File: config.mk
export PLATFORM = sky130hd
export DESIGN_NAME = csp_front
export DESIGN_NICKNAME = d
export VERILOG_FILES = /design/src/rtl/csp_pkg.sv /design/src/rtl/csp_front.sv
export SDC_FILE = /design/constraint.sdc
export NUM_CORES = 1
export LEC_CHECK = 0
export BUFFER_PORTS_ARGS = -buffer_cell sky130_fd_sc_hd__buf_2
export CAP_MARGIN = 20
export CORE_AREA = 4 4 126 128
export CTS_CLUSTER_DIAMETER = 50
export CTS_CLUSTER_SIZE = 24
export DETAILED_ROUTE_END_ITERATION = 7
export DIE_AREA = 0 0 130 132
export PLACE_DENSITY = 0.65
export SLEW_MARGIN = 20
export SYNTH_ARGS = -nofsm -noshare
export SYNTH_HDL_FRONTEND = slang
export SYNTH_SLANG_ARGS = --single-unit
File: constraint.sdc
create_clock -name clk_i -period 5.15 [get_ports clk_i]
set_clock_uncertainty 0.05 [all_clocks]
set_input_delay 1.03 -clock clk_i [delete_from_list [all_inputs] [get_ports clk_i]]
set_output_delay 1.03 -clock clk_i [all_outputs]
set_load 0.01 [all_outputs]
File: src/rtl/csp_pkg.sv
// Shared types and constants of the call stack profiler.
// Payload structs for both channels, command and status codes, table row layout.
// No dependencies.
`timescale 1ns / 1ps

package csp_pkg;

  // Command codes of an input transaction
  localparam logic [1:0] CMD_ENTRY = 2'd0;
  localparam logic [1:0] CMD_EXIT  = 2'd1;
  localparam logic [1:0] CMD_READ  = 2'd2;
  localparam logic [1:0] CMD_CLEAR = 2'd3;

  // Status codes of a result transaction
  localparam logic [2:0] ST_OK        = 3'd0;
  localparam logic [2:0] ST_DISABLED  = 3'd1;
  localparam logic [2:0] ST_FULL      = 3'd2;
  localparam logic [2:0] ST_OVERFLOW  = 3'd3;
  localparam logic [2:0] ST_UNDERFLOW = 3'd4;
  localparam logic [2:0] ST_BAD_INDEX = 3'd5;

  // Minimum of a fresh entry: no call seen yet
  localparam logic [31:0] NONE_MIN = 32'hFFFF_FFFF;

  typedef struct packed {
    logic [1:0]  cmd;
    logic [31:0] function_id;
    logic [31:0] timestamp;
    logic [7:0]  entry_index;
  } csp_in_t;

  typedef struct packed {
    logic [2:0]  status;
    logic [7:0]  slot;
    logic [31:0] id_out;
    logic [31:0] call_count;
    logic [31:0] total_time;
    logic [31:0] net_time;
    logic [31:0] min_time;
    logic [31:0] max_time;
    logic [6:0]  depth;
    logic [8:0]  entries_used;
  } csp_out_t;

  // Classified operation handed from front to back
  typedef enum logic [2:0] {
    OP_ENTRY,
    OP_EXIT,
    OP_READ,
    OP_CLEAR,
    OP_OFF
  } op_e;

  typedef struct packed {
    op_e         op;
    logic [31:0] function_id;
    logic [31:0] timestamp;
    logic [7:0]  entry_index;
  } csp_op_t;

  // One statistics table row
  typedef struct packed {
    logic [31:0] id;
    logic [31:0] count;
    logic [31:0] total;
    logic [31:0] net;
    logic [31:0] min;
    logic [31:0] max;
  } csp_row_t;

endpackage

File: src/rtl/csp_front.sv
// Front end of the call stack profiler: enable register, command classification
// and a two-entry operation queue toward the back end. Depends on csp_pkg.
`timescale 1ns / 1ps

module csp_front (
  input  logic             clk_i,
  input  logic             rst_ni,
  input  logic             push,
  output logic             full,
  input  csp_pkg::csp_in_t in_i,
  input  logic             cfg_we_i,
  input  logic             cfg_wdata_i,
  output logic             q_valid_o,
  output csp_pkg::csp_op_t q_item_o,
  input  logic             q_pop_i
);
  import csp_pkg::*;

  logic    enable_q;
  csp_op_t qmem_q [2];
  logic    wr_ptr_q, rd_ptr_q;
  logic [1:0] cnt_q;
  logic    accept;
  csp_op_t item;

  assign full      = (cnt_q == 2'd2);
  assign accept    = push && !full;
  assign q_valid_o = (cnt_q != 2'd0);
  assign q_item_o  = qmem_q[rd_ptr_q];

  // Enable register
  always_ff @(posedge clk_i or negedge rst_ni) begin
    if (!rst_ni) begin
      enable_q <= 1'b0;
    end else if (cfg_we_i) begin
      enable_q <= cfg_wdata_i;
    end
  end

  // Classify the command; entry and exit are ignored while disabled
  always_comb begin
    item.function_id = in_i.function_id;
    item.timestamp   = in_i.timestamp;
    item.entry_index = in_i.entry_index;
    unique case (in_i.cmd)
      CMD_ENTRY: item.op = enable_q ? OP_ENTRY : OP_OFF;
      CMD_EXIT:  item.op = enable_q ? OP_EXIT : OP_OFF;
      CMD_READ:  item.op = OP_READ;
      default:   item.op = OP_CLEAR;
    endcase
  end

  // Queue storage
  always_ff @(posedge clk_i) begin
    if (accept) begin
      qmem_q[wr_ptr_q] <= item;
    end
  end

  // Queue pointers
  always_ff @(posedge clk_i or negedge rst_ni) begin
    if (!rst_ni) begin
      wr_ptr_q <= 1'b0;
      rd_ptr_q <= 1'b0;
      cnt_q    <= 2'd0;
    end else begin
      if (accept) wr_ptr_q <= ~wr_ptr_q;
      if (q_pop_i) rd_ptr_q <= ~rd_ptr_q;
      cnt_q <= cnt_q + {1'b0, accept} - {1'b0, q_pop_i};
    end
  end

  a_cnt_range: assert property (@(posedge clk_i) disable iff (!rst_ni) cnt_q <= 2'd2)
    else $error("queue count out of range");
  a_pop_nonempty: assert property (@(posedge clk_i) disable iff (!rst_ni)
    q_pop_i |-> cnt_q != 2'd0)
    else $error("pop from empty operation queue");
  a_push_counts: assert property (@(posedge clk_i) disable iff (!rst_ni)
    (accept && !q_pop_i) |=> cnt_q == $past(cnt_q) + 2'd1)
    else $error("accepted transaction not counted");

endmodule

==> results of run 1 <==
==> area by class of cell <==
class | instances | area (um^2) | share of cell area
Clock buffer | 24 | 472 | 0.0633
Clock inverter | 8 | 165 | 0.0222
Inverter | 2 | 7.51 | 0.00101
Multi-Input combinational cell | 89 | 1110 | 0.150
Sequential cell | 155 | 4630 | 0.622
Tap cell | 188 | 235 | 0.0316
Timing Repair Buffer | 160 | 823 | 0.110
==> state kept, by name (all words and copies together) (netlist names) <==
register  cells
qmem_q      150
cnt_q         2
enable_q      1
rd_ptr_q      1
wr_ptr_q      1
==> cell families after synthesis <==
kind of cell,after synthesis,share of synthesized area
XOR/XNOR,4,0.00603
adder cells (fa/ha/maj),2,0.00431
buffers and inverters,11,0.0136
flip-flops,155,0.797
multiplexers,76,0.173
AND/OR/NAND/NOR,7,0.00625
==> routing by layer <==
metal | GRT usage | vias to the layer above
li1 | - | 1344
met1 | 0.132 | 1405
met2 | 0.203 | 109
met3 | 0.0551 | 15
met4 | 0.0572 | 2
met5 | 0 | -
==> critical path: cells and delay by family (launching register included) <==
kind	cells	cell delay, ns
muxes	1	0.40
DFF	1	0.93
buffers and inverters	2	0.69
==> metrics by stage <==
| step | setup slack (ns) | power [mW] | hold WS, ns | area, um^2 |
|---|---|---|---|---|
| floorplan | 0.338 | 2.70 | 0.410 | 5810 |
| global placement | 1.98 | 3.09 | 0.429 | 6790 |
| detailed placement | 1.94 | 3.12 | 0.443 | 6790 |
| CTS | 1.48 | 4.46 | 0.360 | 7430 |
| global route | 1.43 | 4.62 | 0.357 | 7450 |
| finish | 1.57 | 4.39 | 0.373 | 7450 |
==> worst paths after layout <==
kind	endpoint	slack (ns)	cells after the start
worst max-delay path	q_item_o[65]	1.57	3
worst min-delay path	enable_q$_DFFE_PN0P_	0.37	1
worst max register to register	qmem_q[0][30]$_DFFE_PP_	2.94	5
worst min register to register	cnt_q[1]$_DFF_PN0_	0.45	1
max in group asynchronous	rd_ptr_q$_DFFE_PN0P_	4.51	1
min in group clk_i	cnt_q[1]$_DFF_PN0_	0.45	1
==> cells in the mapped netlist (2+ instances only) <==
cell | instances | area [um^2]
edfxtp_1 | 150 | 4500
mux2_4 | 40 | 601
mux2_2 | 36 | 405
dfrtp_1 | 5 | 125
buf_6 | 4 | 45.0
buf_2 | 3 | 15.0
xnor2_1 | 3 | 26.3
ha_1 | 2 | 25.0
inv_1 | 2 | 7.51
nor2_1 | 2 | 7.51
==> power breakdown <==
part	leakage, nW	switching [mW]	internal (mW)	total [mW]
sequential	1.45	0.159	1.73	1.88
clock	0.312	0.443	0.883	1.33
combinational	1.17	0.563	0.616	1.18
total	2.93	1.17	3.22	4.39
==> cell usage in the layout (no fill, tap or decap), types with 2 or more instances in the layout <==
cell type / netlist / layout
ha_1: 2 / 2
inv_1: 2 / 2
buf_4: 1 / 3
clkbuf_16: 0 / 17
mux2_2: 36 / 36
clkbuf_8: 0 / 2
edfxtp_1: 150 / 150
mux2_4: 40 / 40
bufinv_16: 0 / 5
xnor2_1: 3 / 3
buf_2: 3 / 156
dfrtp_1: 5 / 4
clkbuf_1: 1 / 5
clkinv_2: 0 / 3
==> run metrics, run 1 <==
Max Cap Violations=0; Tot GR Track Use=0.122; DRT met1 WL=3860 um; initial antenna violation count=1; Starting Density=0.391; FF+latch count, synth=155; fill cell count=1,269; Crit Path Category=flop to primary output; Cell Rows=45; status=finished, final reports clean; core area=14,900 um^2; CTS tree=done; average size of a mapped cell=22.8 um^2; Setup Viol. Count Final=0; vias per cell=4.59; Synth-to-Final Area Change=28.2%; top sig layer=met5; FF-to-FF Start=cnt_q[1]$_DFF_PN0_; Synthesized Nets=337; Final ANT Viol Nets=0; cells along the critical path=buf_4, mux2_2, buf_2; worst setup path startpoint=rd_ptr_q$_DFFE_PN0P_; Root Buffer=clkbuf_16; Worst Max-Slew Pin Slew=0.809 ns; GR Overflow Total=0; number of global-route vias before repair=3,177; share of layout cells above drive strength 1=0.610; Fin. Hold Viols=0; CTS Hold Bufs=0; Power Density=589 nW/um^2; # IOs=157; Async S/R FF share, synth=0.0323; Cell Area, Synth=5810 um^2; DRT Pass-1 Iters=4; startpoint types=flop; H-tree depth=4; chip height=132 um; Final Max Slew Viols=0; clk buf depth=2; CTS resizes=0; Residual DRC=0; Layout Nets=507; YS warnings=0; Routed met2 length=5240 um; minimum period implied by the final worst setup slack=3.58 ns; IO buf count=156; f_max=0.279 GHz; final core utilization=0.501; DP HPWL=6820 um; CTS Buf Count=17; routed wire length=10,200 um; P_leak=2.93 nW; GP Congestion=0.720; number of cells produced by synthesis=255; Hold Path Class=primary input to asynchronous set/reset pin; setup repair after global routing missed its margin=no; antenna diode count=0; Slew headroom=0.461; total number of vias=2,875; sequential fraction of the synthesis area=0.797; clk slew on worst S/H paths=0.06 ns; postcts setup bufs=0; final period utilization=0.696; DIE AREA=17,200 um^2; Routed WL per cell=16.3 um; synth unique cells=18; CTS sink cnt=155; largest net degree at the start of global routing=76; worst vdd ir=0.000343 V; non-filler cells in the finished layout=626; Required @ worst endpoint=4.07 ns; number of synthesized flops with an enable pin=150; met3 WL post-DR=975 um; WP data arrival=2.50 ns; clock latency on the worst-skew pair=0.41 ns; first-pass GRT wire length=15,600 um; initial DRC count=100; slowest CP cell=dfrtp_4; Die Wd=130 um; CP max stage delay=0.93 ns; Critical Path End Type=primary output; worst-path fanout max=44; placed cell count=593; setup_tns=0 ns; Main synth FF type=edfxtp_1
No activity file was read; power rests on OpenSTA's default activity.
==> inputs of run 2 (changes only) <==
ABC_AREA = 1   (was unset)
PLACE_DENSITY = 0.67   (was 0.65)
clock period = 3.2 ns   (was 5.15 ns; I/O delays follow)
==> run 2 against run 1 <==
Effect of this change: synthesized area increased by 0.78%; final cell count increased by 27%; sequential share of layout area increased by 0.71 points; worst setup slack got worse by 0.98 ns; combinational power increased by 52%; final area decreased by 1.1%; critical path type unchanged; critical endpoint is now q_item_o[14]; via count increased by 22%; largest power group unchanged; sequential cell count unchanged; non-clock buffer count increased by 2; sequential power increased by 58%; count of clock-buffer cells in the layout decreased by 6.
==> run metrics, run 2 <==
status=finished, final reports clean; WP data arrival=1.92 ns (-0.58 ns); setup_tns=0 ns (unchanged); DP HPWL=7120 um (+4.3%); Synth-to-Final Area Change=25.8%; post-synth top area share=0.769 (-0.00596); Final ANT Viol Nets=0 (unchanged); initial antenna violation count=0 (-1); Synth area leaders=edfxtp_1, o21ai_0, nand2_1; number of global-route vias before repair=3,441 (+8.3%); Largest Register=qmem_q; DRT Pass-1 Iters=4 (unchanged); Fin. Hold Viols=0 (unchanged); Critical Path End Type=primary output; Cell Rows=45 (unchanged); GR Overflow Total=0 (unchanged); Synthesized Nets=509 (+51%); Worst Max-Slew Pin Slew=0.617 ns (-0.192 ns); routed wire length=10,600 um (+3.9%); cell taking the most area after synthesis=edfxtp_1; clk slew on worst S/H paths=0.06 ns (about the same); first-pass GRT wire length=16,700 um (+7.0%); sequential fraction of the synthesis area=0.791 (-0.00613); Hold Path Class=primary input to flop; share of layout cells above drive strength 1=0.316 (-0.293); CTS tree=done; startpoint types=flop; Power Density=902 nW/um^2 (+53%); total number of vias=3,520 (+22%); worst hold path stage count=1; Max Cap Violations=0 (unchanged); Setup Viol. Count Final=0 (unchanged); largest net degree at the start of global routing=76 (unchanged); Starting Density=0.394 (+0.00303); Tot GR Track Use=0.126 (+0.00394); setup repair after global routing missed its margin=no; IO buf count=156 (unchanged); top flop regs=qmem_q: 150 flops, cnt_q: 2 flops; FF-to-FF Start=cnt_q[1]$_DFF_PN0_; number of cells produced by synthesis=427 (+67%); worst setup path startpoint=rd_ptr_q$_DFFE_PN0P_; Die Wd=130 um (unchanged); P_leak=3.15 nW (+7.6%); fill cell count=1,321 (+4.1%); vias per cell=4.44 (-3.2%); Layout Nets=673 (+33%); final period utilization=0.817; Residual DRC=0 (unchanged); min-delay src=in_i[22]; GP Congestion=0.765 (+6.2%); Root Buffer=clkbuf_16; synth cell count leaders=edfxtp_1, nand2_1, inv_1, o21ai_0; Critical path buffers and inverters=2 (unchanged); H-tree depth=4 (unchanged); commonest non-fill, non-tap cell in the layout=buf_2; Slew headroom=0.589 (+0.128); Final Max Slew Viols=0 (unchanged); top-count cell post-synth=edfxtp_1; # IOs=157 (unchanged); Required @ worst endpoint=2.51 ns (-1.56 ns); worst reg2reg path endpoint=qmem_q[1][57]$_DFFE_PP_; Cell Area, Synth=5860 um^2 (+0.78%); antenna diode count=0 (unchanged); Hold Path End=qmem_q[0][22]$_DFFE_PP_; Async S/R FF share, synth=0.0323 (unchanged); commonest non-fill, non-tap cells in the layout=buf_2, edfxtp_1, nand2_1; FF-to-FF path depth=4 (-1); Crit path max-delay family=flip-flops; slowest CP cell=dfrtp_4; minimum period implied by the final worst setup slack=2.61 ns; YS warnings=0 (unchanged); CTS sink cnt=155 (unchanged); worst-path fanout max=62 (+41%); average size of a mapped cell=13.7 um^2 (-40%); overall power=6.64 mW (+51%); cells along the critical path=buf_4, nand2_1, o21ai_0, buf_2; worst vdd ir=0.000484 V (+41%); DIE AREA=17,200 um^2 (unchanged); clock latency on the worst-skew pair=0.41 ns (about the same); CP max stage delay=0.77 ns (-0.16 ns); initial DRC count=174 (+74%); number of synthesized flops with an enable pin=150 (unchanged); core area=14,900 um^2 (unchanged); FF-to-FF setup slack=1.49 ns (-1.45 ns); FF+latch count, synth=155 (unchanged); clk buf depth=2 (unchanged); max reg flops=150 (unchanged); synth unique cells=14 (-4); chip height=132 um (unchanged); f_max=0.383 GHz; CTS Buf Count=17 (unchanged); Crit Path Category=flop to primary output; Main synth FF type=edfxtp_1; Routed WL per cell=13.4 um (-18%); cell depth of the worst setup path=4 (+1)
## run 2: final cells by class
type                    instances  area, um^2  share of cell area
clock inverters                14         130              0.0177
repair buffers                162         853               0.116
well taps                     188         235              0.0319
multi-input cells             170         766               0.104
clock buffers                  18         429              0.0583
inverters                      85         320              0.0435
flip-flops and latches        155        4630               0.629
## run 2: kinds of logic after synthesis
kind of cell,share of synthesized area
flops,0.791
buf+inv,0.0799
simple gates,0.0588
compound gates,0.0650
fa+ha+maj,0.00427
xor+xnor,0.00150
## run 2: worst max path at each step
stage	to	slack (ns)
after floorplan	qmem_q[1][0]$_DFFE_PP_	0.05
after global placement	q_item_o[20]	1.06
after detailed placement	q_item_o[14]	0.99
after CTS	q_item_o[14]	0.53
after global routing	q_item_o[20]	0.38
final	q_item_o[14]	0.59
## run 2: metrics by stage
stage          setup WS [ns]  utilization  instances  hold slack (ns)  cell area [um^2]
2_1_floorplan         0.0467            -        427            0.294              5860
3_3_place_gp            1.06        0.457        759            0.406              6800
3_5_place_dp           0.987        0.457        759            0.417              6800
4_1_cts                0.529        0.496        792            0.339              7370
5_1_grt                0.384        0.496        792            0.340              7370
6_report               0.586        0.496        792            0.362              7370
## run 2: repair_timing
| action | 4_1_cts | 5_1_grt |
|---|---|---|
| hold endpoints to repair | 5 | 0 |
| resized for setup | 0 | 0 |
| hold buffers | 1 | 0 |
| setup buffers | 0 | 0 |
## run 2: power by group
part           internal (mW)  switching (mW)
Combinational          0.641            1.15
Clock                   1.13           0.756
Sequential              2.77           0.198
## run 2: layer usage
metal / vias to the layer above / track usage / routed length (um) / part of all wire
met5: - / 0 / 0 / 0
met3: 15 / 0.0470 / 777 / 0.073
li1: 1761 / - / - / -
met2: 106 / 0.204 / 5160 / 0.49
met4: 0 / 0.0468 / 165 / 0.016
met1: 1638 / 0.154 / 4520 / 0.43
==> inputs of run 3 (changes only) <==
PLACE_DENSITY = 0.65   (was 0.67)
clock period = 2.6 ns   (was 3.2 ns; I/O delays follow)
==> run 3 against run 2 <==
Effect of this change: global-route usage rose by 0.46 points; via count is essentially flat; total power is 28% higher; register-to-register slack got worse by 0.81 ns; critical path type unchanged.
==> run metrics, run 3 (synthesized netlist as in run 2, its figures left out) <==
status=finished, final reports clean; routed wire length=11,100 um (+4.4%); CTS Buf Count=17 (unchanged); first-pass GRT wire length=17,200 um (+3.3%); Routed WL per cell=14.0 um (+4.2%); commonest non-fill, non-tap cells in the layout=buf_2, edfxtp_1, nand2_1; Cell Int Power=5.93 mW (+31%); post-place setup slack=0.512 ns (-0.476 ns); Root Buffer=clkbuf_16; GR Overflow Total=0 (unchanged); Final Max Slew Viols=0 (unchanged); Critical path buffers and inverters=2 (unchanged); Layout Nets=674 (+0.15%); antenna diode count=0 (unchanged); Crit Path Category=flop to primary output; clk slew on worst S/H paths=0.06 ns (about the same); Fin. Hold Viols=0 (unchanged); Largest Register=qmem_q; DP HPWL=7220 um (+1.5%); CP max stage delay=0.70 ns (-0.07 ns); FF-to-FF path depth=4 (unchanged); f_max=0.434 GHz; clk buf depth=2 (unchanged); busiest grt layer=met2; Crit path max-delay family=flip-flops; vias per cell=4.44 (about the same); total number of vias=3,523 (+0.085%); met1 Usage GRT=0.143 (-0.0104); Logic pwr share=0.267 (-0.002); top flop regs=qmem_q: 150 flops, cnt_q: 2 flops; Worst Max-Slew Pin Slew=0.977 ns (+0.360 ns); final period utilization=0.887; crit path to=q_item_o[2]; clock power share=0.307 (+0.023); clock latency on the worst-skew pair=0.41 ns (about the same); Residual DRC=0 (unchanged); worst setup path startpoint=rd_ptr_q$_DFFE_PN0P_; Net Sw Frac=0.305 (-0.0119); worst vdd ir=0.000505 V (+4.2%); FF-to-FF Start=cnt_q[1]$_DFF_PN0_; Critical Path End Type=primary output; slowest CP cell=dfrtp_4; minimum period implied by the final worst setup slack=2.31 ns; number of global-route vias before repair=3,539 (+2.8%); Slew headroom=0.348 (-0.240); # IOs=157 (unchanged); P_leak=3.21 nW (+1.8%); FF-to-FF setup slack=0.68 ns (-0.81 ns); share of layout cells above drive strength 1=0.319 (+0.00278); Max Cap Violations=0 (unchanged); max reg flops=150 (unchanged); largest net degree at the start of global routing=76 (unchanged); Tot GR Track Use=0.131 (+0.00462); worst-path fanout max=35 (-44%); worst reg2reg path endpoint=qmem_q[0][8]$_DFFE_PP_; setup ws final=0.295 ns (-0.292 ns); CTS sink cnt=155 (unchanged); WP data arrival=1.74 ns (-0.18 ns); CTS tree=done; startpoint types=flop; final core utilization=0.502 (+0.00631); Synth-to-Final Area Change=27.4%; Power Density=1140 nW/um^2 (+27%); Seq pwr share=0.426 (-0.021); commonest non-fill, non-tap cell in the layout=buf_2; cells along the critical path=buf_4, nand2_1, o21ai_0, buf_2; initial antenna violation count=1 (+1); Setup Viol. Count Final=0 (unchanged); GP Congestion=0.743 (-2.9%); cell area after layout=7460 um^2 (+1.3%); setup repair after global routing missed its margin=no; initial DRC count=140 (-20%); Required @ worst endpoint=2.03 ns (-0.48 ns); grt met3 use=0.0486 (+0.00162); Final ANT Viol Nets=0 (unchanged); CTS resizes=0 (unchanged); IO buf count=156 (unchanged); Die Wd=130 um (unchanged); Hold Path Class=primary input to flop; cell depth of the worst setup path=4 (unchanged); setup_tns=0 ns (unchanged); chip height=132 um (unchanged); DRT Pass-1 Iters=4 (unchanged); sw power=2.60 mW (+24%); H-tree depth=4 (unchanged); Cell Rows=45 (unchanged); fill cell count=1,345 (+1.8%); DIE AREA=17,200 um^2 (unchanged); core area=14,900 um^2 (unchanged); overall power=8.53 mW (+28%); Starting Density=0.394 (unchanged); GRT met2 Usage=0.227 (+0.0229); dpl cell area=6800 um^2 (unchanged)
## run 3: changes by cell type in the layout (fill, tap and decap cells not counted)
cell,before,now
clkbuf_1,1,3
clkinv_4,0,2
clkinv_1,4,1
clkinvlp_4,6,2
bufinv_16,2,5
buf_12,2,3
## run 3: metrics by stage
step / hold slack [ns] / cells
after floorplan: 0.174 / 427
after global placement: 0.313 / 759
after detailed placement: 0.316 / 759
after CTS: 0.225 / 792
after global routing: 0.224 / 793
final: 0.247 / 793
## run 3: what timing repair did
action                     CTS  global route
hold endpoints to repair     5             0
setup buffers                0             1
hold buffers                 1             0
setup endpoints to repair    0            25
## run 3: how the worst min path moves through the flow
| stage | to | start | slack (ns) | cells after the start |
|---|---|---|---|---|
| global route | qmem_q[1][29]$_DFFE_PP_ | in_i[29] | 0.22 | 1 |
| floorplan | cnt_q[0]$_DFF_PN0_ | rst_ni | 0.17 | 0 |
| detailed placement | enable_q$_DFFE_PN0P_ | rst_ni | 0.32 | 1 |
| CTS | qmem_q[0][25]$_DFFE_PP_ | in_i[25] | 0.22 | 1 |
| finish | qmem_q[0][29]$_DFFE_PP_ | in_i[29] | 0.25 | 1 |
| global placement | enable_q$_DFFE_PN0P_ | rst_ni | 0.31 | 1 |
## run 3: power by group through the flow
stage / registers [mW] / logic, mW / clock network, mW
after floorplan: 3.58 / 1.49 / 0
after global placement: 3.72 / 2.20 / 0
after detailed placement: 3.74 / 2.24 / 0
final: 3.63 / 2.28 / 2.62
after CTS: 3.70 / 2.24 / 2.69
after global routing: 3.70 / 2.59 / 2.79
## run 3: layer usage
layer / part of all wire / routed length [um]
met3: 0.073 / 806
met2: 0.51 / 5670
met4: 0.015 / 165
met5: 0.00072 / 8
met1: 0.40 / 4440
## run 3: cell type report
| class | count | area (um^2) | area share |
|---|---|---|---|
| timing repair buffer | 163 | 873 | 0.117 |
| multi-input combinational | 170 | 766 | 0.103 |
| clock inverter | 12 | 196 | 0.0263 |
| sequential | 155 | 4630 | 0.621 |
| inverter | 85 | 320 | 0.0429 |
| clock buffer | 20 | 437 | 0.0585 |
| tap | 188 | 235 | 0.0315 |
